--- src/rtl/sus_pkg.sv ---
`timescale 1ns / 1ps
package sus_pkg;

	localparam int SCENES      = 200;
	localparam int SCAN_WINDOW = 32;
	localparam int CHUNKS      = 16;
	localparam int CHUNK_BYTES = 10;

	localparam int SLOT_W    = $clog2(SCENES);
	localparam int ADDR_W    = 17;
	localparam int BASE_W    = 16;
	localparam int REC_BYTES = CHUNKS * CHUNK_BYTES;
	localparam int CHUNK_W   = $clog2(CHUNKS + 1);
	localparam int SCAN_W    = $clog2(SCAN_WINDOW + 1);

	localparam logic [1:0] MODE_WRITE = 2'd0;
	localparam logic [1:0] MODE_READ  = 2'd1;
	localparam logic [1:0] MODE_TICK  = 2'd2;

	localparam logic [1:0] AU_HOLD = 2'd0;
	localparam logic [1:0] AU_LOAD = 2'd1;
	localparam logic [1:0] AU_ADD  = 2'd2;

	typedef struct packed {
		logic status;
		logic pending;
	} scene_entry_t;

	typedef struct packed {
		logic              we;
		logic [SLOT_W-1:0] waddr;
		scene_entry_t      wdata;
		logic              re;
		logic [SLOT_W-1:0] raddr;
	} store_req_t;

	typedef struct packed {
		logic [1:0]         op;
		logic [BASE_W-1:0]  base;
		logic [SLOT_W:0]    rec;
		logic [CHUNK_W-1:0] chunk;
	} au_req_t;

endpackage

--- src/rtl/sus_store.sv ---
`timescale 1ns / 1ps
module sus_store (
	input  logic                   clk,
	input  sus_pkg::store_req_t    req,
	output sus_pkg::scene_entry_t  rdata
);
	import sus_pkg::*;

	scene_entry_t mem_q [SCENES];
	scene_entry_t rdata_q;

	always_ff @(posedge clk) begin
		if (req.we) begin
			mem_q[req.waddr] <= req.wdata;
		end
		if (req.re) begin
			rdata_q <= mem_q[req.raddr];
		end
	end

	assign rdata = rdata_q;

endmodule

--- src/rtl/sus_addr_unit.sv ---
`timescale 1ns / 1ps
module sus_addr_unit (
	input  logic                        clk,
	input  sus_pkg::au_req_t            req,
	output logic [sus_pkg::ADDR_W-1:0]  acc
);
	import sus_pkg::*;

	logic [ADDR_W-1:0] acc_q;

	// load: base + record offset, add: + chunk offset (mod 2^ADDR_W)
	always_ff @(posedge clk) begin
		case (req.op)
			AU_LOAD: begin
				acc_q <= ADDR_W'(req.base) + ADDR_W'(req.rec) * ADDR_W'(REC_BYTES);
			end
			AU_ADD: begin
				acc_q <= acc_q + ADDR_W'(req.chunk) * ADDR_W'(CHUNK_BYTES);
			end
			default: begin
				acc_q <= acc_q;
			end
		endcase
	end

	assign acc = acc_q;

endmodule

--- src/rtl/scene_update_scanner.sv ---
`timescale 1ns / 1ps
// Scene update scanner. Each input word is a status write, a status read, a
// tick or an unused-mode word; each gives exactly one result word. Scene status
// and pending bits sit in a single-port-write, registered-read memory. A chunk
// tick passes through ST_ADDR0, ST_ADDR1, ST_ADDR_DONE and ST_EMIT; a search
// tick checks n (1..SCAN_WINDOW) slots, one memory read and one check per slot.
// After reset a clearing pass sweeps every memory slot, during which in_stall
// stays high; the base address register can be written at any time the block
// is idle. in_stall is high whenever an item is in progress; a finished result
// waits in the output register while the next word is taken.
module scene_update_scanner (
	input  logic        clk,
	input  logic        arst_n,
	input  logic        cfg_wr_en,
	input  logic [15:0] cfg_wr_data,
	input  logic        in_valid,
	output logic        in_stall,
	input  logic [1:0]  mode,
	input  logic [7:0]  scene_number,
	input  logic        level,
	output logic        out_valid,
	input  logic        out_stall,
	output logic        error,
	output logic        read_status,
	output logic        chunk_valid,
	output logic [16:0] chunk_address,
	output logic [3:0]  chunk_number,
	output logic [7:0]  scene_slot,
	output logic        last_chunk
);
	import sus_pkg::*;

	localparam logic [3:0] ST_CLEAR     = 4'd0;
	localparam logic [3:0] ST_IDLE      = 4'd1;
	localparam logic [3:0] ST_RD_WAIT   = 4'd2;
	localparam logic [3:0] ST_SCAN_RD   = 4'd3;
	localparam logic [3:0] ST_SCAN_CHK  = 4'd4;
	localparam logic [3:0] ST_ADDR0     = 4'd5;
	localparam logic [3:0] ST_ADDR1     = 4'd6;
	localparam logic [3:0] ST_ADDR_DONE = 4'd7;
	localparam logic [3:0] ST_EMIT      = 4'd8;

	logic [3:0]         state_q;
	logic [SLOT_W-1:0]  clr_q;
	logic [SLOT_W-1:0]  ptr_q;
	logic               sending_q;
	logic [CHUNK_W-1:0] chunk_q;
	logic               lat_q;
	logic [BASE_W-1:0]  base_q;
	logic [SCAN_W-1:0]  scan_cnt_q;
	logic               out_valid_q;

	logic               res_error_q;
	logic               res_read_status_q;
	logic               res_chunk_valid_q;
	logic [ADDR_W-1:0]  res_chunk_address_q;
	logic [3:0]         res_chunk_number_q;
	logic [7:0]         res_scene_slot_q;
	logic               res_last_chunk_q;

	logic               out_error_q;
	logic               out_read_status_q;
	logic               out_chunk_valid_q;
	logic [ADDR_W-1:0]  out_chunk_address_q;
	logic [3:0]         out_chunk_number_q;
	logic [7:0]         out_scene_slot_q;
	logic               out_last_chunk_q;

	logic               accept;
	logic               num_ok;
	logic [SLOT_W-1:0]  num_slot;
	logic [SLOT_W:0]    ptr_plus;
	logic [SLOT_W-1:0]  ptr_next;
	logic [CHUNK_W-1:0] chunk_plus;
	logic               chunk_last;
	logic               emit_go;

	store_req_t         st_req;
	scene_entry_t       st_rdata;
	au_req_t            au_req;
	logic [ADDR_W-1:0]  au_acc;

	sus_store u_store (
		.clk   (clk),
		.req   (st_req),
		.rdata (st_rdata)
	);

	sus_addr_unit u_addr_unit (
		.clk (clk),
		.req (au_req),
		.acc (au_acc)
	);

	assign in_stall   = (state_q != ST_IDLE);
	assign accept     = in_valid && !in_stall;
	assign num_ok     = (scene_number != 8'd0) && ({1'b0, scene_number} < 9'(SCENES));
	assign num_slot   = SLOT_W'(scene_number - 8'd1);
	assign ptr_plus   = {1'b0, ptr_q} + (SLOT_W+1)'(1);
	assign ptr_next   = (ptr_plus >= (SLOT_W+1)'(SCENES)) ? '0 : SLOT_W'(ptr_plus);
	assign chunk_plus = chunk_q + CHUNK_W'(1);
	assign chunk_last = (chunk_plus == CHUNK_W'(CHUNKS));
	assign emit_go    = (state_q == ST_EMIT) && (!out_valid_q || !out_stall);

	always_comb begin
		st_req = '0;
		case (state_q)
			ST_CLEAR: begin
				st_req.we    = 1'b1;
				st_req.waddr = clr_q;
			end
			ST_IDLE: begin
				if (accept && num_ok && mode == MODE_WRITE) begin
					st_req.we    = 1'b1;
					st_req.waddr = num_slot;
					st_req.wdata = '{status: level, pending: 1'b1};
				end
				if (accept && num_ok && mode == MODE_READ) begin
					st_req.re    = 1'b1;
					st_req.raddr = num_slot;
				end
			end
			ST_SCAN_RD: begin
				st_req.re    = 1'b1;
				st_req.raddr = ptr_next;
			end
			ST_SCAN_CHK: begin
				if (st_rdata.pending) begin
					st_req.we    = 1'b1;
					st_req.waddr = ptr_q;
					st_req.wdata = '{status: st_rdata.status, pending: 1'b0};
				end
			end
			ST_ADDR1: begin
				st_req.re    = 1'b1;
				st_req.raddr = ptr_q;
			end
			ST_ADDR_DONE: begin
				// record done: drop pending unless status changed meanwhile
				if (chunk_last && st_rdata.status == lat_q) begin
					st_req.we    = 1'b1;
					st_req.waddr = ptr_q;
					st_req.wdata = '{status: st_rdata.status, pending: 1'b0};
				end
			end
			default: begin
				st_req = '0;
			end
		endcase
	end

	always_comb begin
		au_req       = '0;
		au_req.base  = base_q;
		au_req.rec   = {ptr_q, lat_q};
		au_req.chunk = chunk_q;
		case (state_q)
			ST_ADDR0: au_req.op = AU_LOAD;
			ST_ADDR1: au_req.op = AU_ADD;
			default:  au_req.op = AU_HOLD;
		endcase
	end

	always_ff @(posedge clk or negedge arst_n) begin
		if (!arst_n) begin
			state_q     <= ST_CLEAR;
			clr_q       <= '0;
			ptr_q       <= '0;
			sending_q   <= 1'b0;
			chunk_q     <= '0;
			lat_q       <= 1'b0;
			base_q      <= '0;
			scan_cnt_q  <= '0;
			out_valid_q <= 1'b0;
		end else begin
			if (cfg_wr_en) begin
				base_q <= cfg_wr_data;
			end
			if (emit_go) begin
				out_valid_q <= 1'b1;
			end else if (!out_stall) begin
				out_valid_q <= 1'b0;
			end
			case (state_q)
				ST_CLEAR: begin
					clr_q <= clr_q + SLOT_W'(1);
					if (clr_q == SLOT_W'(SCENES - 1)) begin
						state_q <= ST_IDLE;
					end
				end
				ST_IDLE: begin
					if (accept) begin
						case (mode)
							MODE_READ: state_q <= num_ok ? ST_RD_WAIT : ST_EMIT;
							MODE_TICK: begin
								scan_cnt_q <= '0;
								state_q    <= sending_q ? ST_ADDR0 : ST_SCAN_RD;
							end
							default: state_q <= ST_EMIT;
						endcase
					end
				end
				ST_RD_WAIT: begin
					state_q <= ST_EMIT;
				end
				ST_SCAN_RD: begin
					scan_cnt_q <= scan_cnt_q + SCAN_W'(1);
					ptr_q      <= ptr_next;
					state_q    <= ST_SCAN_CHK;
				end
				ST_SCAN_CHK: begin
					if (st_rdata.pending) begin
						lat_q     <= st_rdata.status;
						chunk_q   <= '0;
						sending_q <= 1'b1;
						state_q   <= ST_EMIT;
					end else if (scan_cnt_q == SCAN_W'(SCAN_WINDOW)) begin
						state_q <= ST_EMIT;
					end else begin
						state_q <= ST_SCAN_RD;
					end
				end
				ST_ADDR0: begin
					state_q <= ST_ADDR1;
				end
				ST_ADDR1: begin
					state_q <= ST_ADDR_DONE;
				end
				ST_ADDR_DONE: begin
					chunk_q <= chunk_plus;
					if (chunk_last) begin
						sending_q <= 1'b0;
					end
					state_q <= ST_EMIT;
				end
				ST_EMIT: begin
					if (emit_go) begin
						state_q <= ST_IDLE;
					end
				end
				default: begin
					state_q <= ST_IDLE;
				end
			endcase
		end
	end

	always_ff @(posedge clk) begin
		if (accept) begin
			res_error_q         <= (mode == MODE_WRITE || mode == MODE_READ) && !num_ok;
			res_read_status_q   <= 1'b0;
			res_chunk_valid_q   <= 1'b0;
			res_chunk_address_q <= '0;
			res_chunk_number_q  <= '0;
			res_scene_slot_q    <= '0;
			res_last_chunk_q    <= 1'b0;
		end
		if (state_q == ST_RD_WAIT) begin
			res_read_status_q <= st_rdata.status;
		end
		if (state_q == ST_ADDR_DONE) begin
			res_chunk_valid_q   <= 1'b1;
			res_chunk_address_q <= au_acc;
			res_chunk_number_q  <= 4'(chunk_q);
			res_scene_slot_q    <= 8'(ptr_q);
			res_last_chunk_q    <= chunk_last;
		end
		if (emit_go) begin
			out_error_q         <= res_error_q;
			out_read_status_q   <= res_read_status_q;
			out_chunk_valid_q   <= res_chunk_valid_q;
			out_chunk_address_q <= res_chunk_address_q;
			out_chunk_number_q  <= res_chunk_number_q;
			out_scene_slot_q    <= res_scene_slot_q;
			out_last_chunk_q    <= res_last_chunk_q;
		end
	end

	assign out_valid     = out_valid_q;
	assign error         = out_error_q;
	assign read_status   = out_read_status_q;
	assign chunk_valid   = out_chunk_valid_q;
	assign chunk_address = out_chunk_address_q;
	assign chunk_number  = out_chunk_number_q;
	assign scene_slot    = out_scene_slot_q;
	assign last_chunk    = out_last_chunk_q;

`ifndef SYNTHESIS
	a_chunk_excl: assert property (@(posedge clk) disable iff (!arst_n)
		(out_valid && chunk_valid) |-> (!error && !read_status))
		else $error("chunk word carries error or read status");

	a_last_num: assert property (@(posedge clk) disable iff (!arst_n)
		(out_valid && last_chunk) |-> (chunk_valid && chunk_number == 4'(CHUNKS - 1)))
		else $error("last chunk flag on wrong chunk");

	a_send_end: assert property (@(posedge clk) disable iff (!arst_n)
		(state_q == ST_ADDR_DONE && chunk_last) |=> !sending_q)
		else $error("sending not cleared after final chunk");
`endif

endmodule

--- config.mk ---
export PLATFORM = sky130hd
export DESIGN_NAME = scene_update_scanner
export DESIGN_NICKNAME = d
export VERILOG_FILES = /design/src/rtl/sus_pkg.sv /design/src/rtl/sus_store.sv /design/src/rtl/sus_addr_unit.sv /design/src/rtl/scene_update_scanner.sv
export SDC_FILE = /design/constraint.sdc
export NUM_CORES = 1
export LEC_CHECK = 0
export ABC_AREA = 1
export BUFFER_PORTS_ARGS = -buffer_cell sky130_fd_sc_hd__buf_2
export CORE_UTILIZATION = 40
export DETAILED_ROUTE_END_ITERATION = 8
export PLACE_DENSITY = 0.59
export SLEW_MARGIN = 5
export SYNTH_ARGS = -nofsm -noshare
export SYNTH_HDL_FRONTEND = slang
export SYNTH_SLANG_ARGS = --single-unit
--- constraint.sdc ---
create_clock -name clk -period 11.24 [get_ports clk]
set_input_delay 1.124 -clock clk [delete_from_list [all_inputs] [get_ports clk]]
set_output_delay 1.124 -clock clk [all_outputs]
set_load 0.005 [all_outputs]
==> metrics.md <==
| Metric | Value |
|---|---|
| DRC | 0 |
| Die width | 255 um |
| 1st-iter DRT viols | 1573 |
| Reg area | 15800 um2 |
| GP Congestion | 0.861 |
| Die span in y | 255 um |
| Synth Area per Inst | 10.0 um2 |
| Mapped Cells | 2540 |
| ANT nets after route | 0 |
| Global-route wire length before repair | 101000 um |
| #FFs+latches synth | 535 |
| Pwr Density | 171 nW/um2 |
| Synth-to-layout area growth | 10.4% |
| Slew Limit Fails | 0 |
| Yosys top cell area share | 56.9% |
| Num CTS Buffers | 57 |
| Fin crit share | 46.0% |
| Synth area leader | edfxtp_1 |
| Initial Utilization | 40.5% |
| Share of layout cells above drive strength 1 | 8.39% |
| Worst path arrival time | 5.57 ns |
| Worst-path clk slew | 0.06 ns |
| Fillers | 6101 |
| Startpoint class of the critical path | input pin |
| Tmin final | 5.17 ns |
| Ys async rst share | 9.35% |
| Final Hold Vio Count | 0 |
| Type of the worst setup path | in -> reg |
| Relative slew margins | 22.1% |
| Top post-synthesis cells by area | edfxtp_1 (57%), nand2_1 (8.0%), nand3_1 (7.0%) |
| Final net count | 2642 |
| Row cnt | 92 |
| Hpwl dp | 38100 um |
| Worst Path Max Fanout | 103 |
| Core area | 63100 um2 |
| Synth Flop Type | edfxtp_1 |
| Crit end category | register |
| Status | completed |
| GRT Overall Usage | 20.3% |
| Synthesized area | 25500 um2 |
| Yosys cell types | 50 |
| Final setup violation count | 0 |
| Pleak | 11.1 nW |
| CTS tree | yes |
| Die area | 64800 um2 |
| Per-cell routed wire length | 18.8 um |
| # hold bufs at CTS | 0 |
| CTS HTree Levels | 2 |
| GRT overflow | 0 |
| CTS Root Cell | clkbuf_16 |
| WL final | 64800 um |
| Area taken by multi-input logic gates | 7860 um2 |
| PostCTS Resize Cnt | 0 |
| VDD IR max | 143 uV |
| Fmax | 0.193 GHz |
| Post-CTS Setup Bufs | 0 |
| Worst hold path class | reg -> reg |
| Clock buffer depth | 3 |
| Worst EP required | 11.64 ns |
| Largest net degree at the start of global routing | 201 |
| N_diodes | 0 |
| Overall Power | 4.82 mW |
| Most common cell after layout, fill and taps aside | nand2_1 |
| Commonest non-fill, non-tap cells in the layout | nand2_1 (545), edfxtp_1 (484), nand3_1 (355), nor2_1 (309), inv_1 (289) |
| Antenna violations before repair | 0 |
| Clk sink count | 535 |
| DRT Pass-1 Iters | 5 |
| RSZ-0062 raised after global routing | false |
| Clock Skews | 0.0550 ns |
| Ports | 67 |
| Synth warnings | 0 |
| Vias | 17999 |
| Worst slew pin tran | 1.17 ns |
| IO Port Bufs | 66 |
| Clock Latency Late Sink | 0.64 ns |
| Vias in the first global route | 18015 |
| Syn nets | 2629 |
| Total Neg Setup Slack | 0 ns |
| Max Cap Violations | 0 |
| Sequential-to-total area share from yosys stat | 61.9% |
| Avg Vias per Cell | 5.23 |
| EDFF count, synth | 484 |
-- cell type report --
class	count	area share, %
sequential	535	56.1
multi-input combinational	1572	27.9
clock buffer	64	5.15
inverter	304	4.05
tap	846	3.76
timing repair buffer	83	1.67
clock inverter	40	1.39
-- registers in the layout (all words and copies together) (netlist names), 16 cells and up --
| signal | flops |
|---|---|
| chunk_address | 17 |
| u_addr_unit.acc | 17 |
| res_chunk_address_q | 17 |
| u_store.mem_q | 400 |
| base_q | 16 |
-- cell families (layout without fill, tap and decap cells) --
family                   Yosys count  in the layout  synth area share (%)
AO/OA/AOI/OAI                    158            158                  3.60
XOR/XNOR                          29             29                 0.995
multiplexers                      13             13                 0.569
AND/OR/NAND/NOR                 1315           1315                  22.6
adder cells (fa/ha/maj)           57             57                  2.91
buffers and inverters            433            491                  7.43
flip-flops                       535            535                  61.9
-- critical path, stage by stage --
cell and delay [ns]:
buf_2 0.09, inv_1 0.08, ha_1 0.25, nand2_1 0.11
nor2_1 0.07, nor2_2 0.16, nand4_1 0.16, nand2_1 0.13
clkinv_2 0.44, nand2_8 0.67, buf_4 0.74, buf_4 0.55
nand2_1 0.11, nand3_1 0.10, nand3_1 0.10, nand3_1 0.10
nand3_1 0.08, nand3_1 0.15, nand3_1 0.13, nand3_1 0.11
nand2_1 0.05
-- through the flow --
step | cell area, um2 | cells | hold WS [ns] | utilization [%] | setup slack [ns]
after CTS | 28200 | 3444 | 0.419 | 44.7 | 6.04
after global placement | 26300 | 3340 | 0.401 | 41.8 | 5.51
after floorplan | 25500 | 2540 | 0.400 | - | 0.389
after detailed placement | 26300 | 3340 | 0.405 | 41.8 | 5.38
after global routing | 28200 | 3444 | 0.423 | 44.7 | 5.63
final | 28200 | 3444 | 0.420 | 44.7 | 6.07
-- path summary, 6_finish.rpt --
kind                                   startpoint               end  slack [ns]  cells past startpoint
setup / recovery                  scene_number[0]  u_store.rdata[0]        6.07                     21
hold / removal             res_chunk_address_q[9]  chunk_address[9]        0.42                      0
setup reg to reg                         ptr_q[0]  u_store.rdata[0]        6.09                     20
hold reg to reg            res_chunk_address_q[9]  chunk_address[9]        0.42                      0
max in group asynchronous                  arst_n          ptr_q[4]       10.13                      2
min in group asynchronous                  arst_n        base_q[10]        0.61                      2
-- report_power, final --
part	switching (mW)	internal, mW	total (mW)	leakage (nW)
Clock	0.786	1.07	1.85	0.902
Sequential	0.0410	2.26	2.30	5.00
Combinational	0.534	0.131	0.665	5.22
-- metal layers --
metal	GRT usage [%]	routed length [um]	part of all wire, %
met1	26.1	27900	43
met2	34.8	31100	48
met3	2.82	3650	5.6
met4	7.53	2130	3.3
met5	0	0	0
-- synth_stat cells, types with 12 or more instances --
cell and n:
buf_2 76, ha_1 53, nand3b_1 58, clkbuf_1 13
o21ai_0 63, nor2_1 310, o211ai_1 25, a21oi_1 34
edfxtp_1 484, inv_2 15, nand3_1 355, inv_1 289
dfrtp_1 50, nand2_1 545, buf_4 25, xor2_1 18
mux2_2 12
Note: power is estimated with default switching activity, not from simulation.
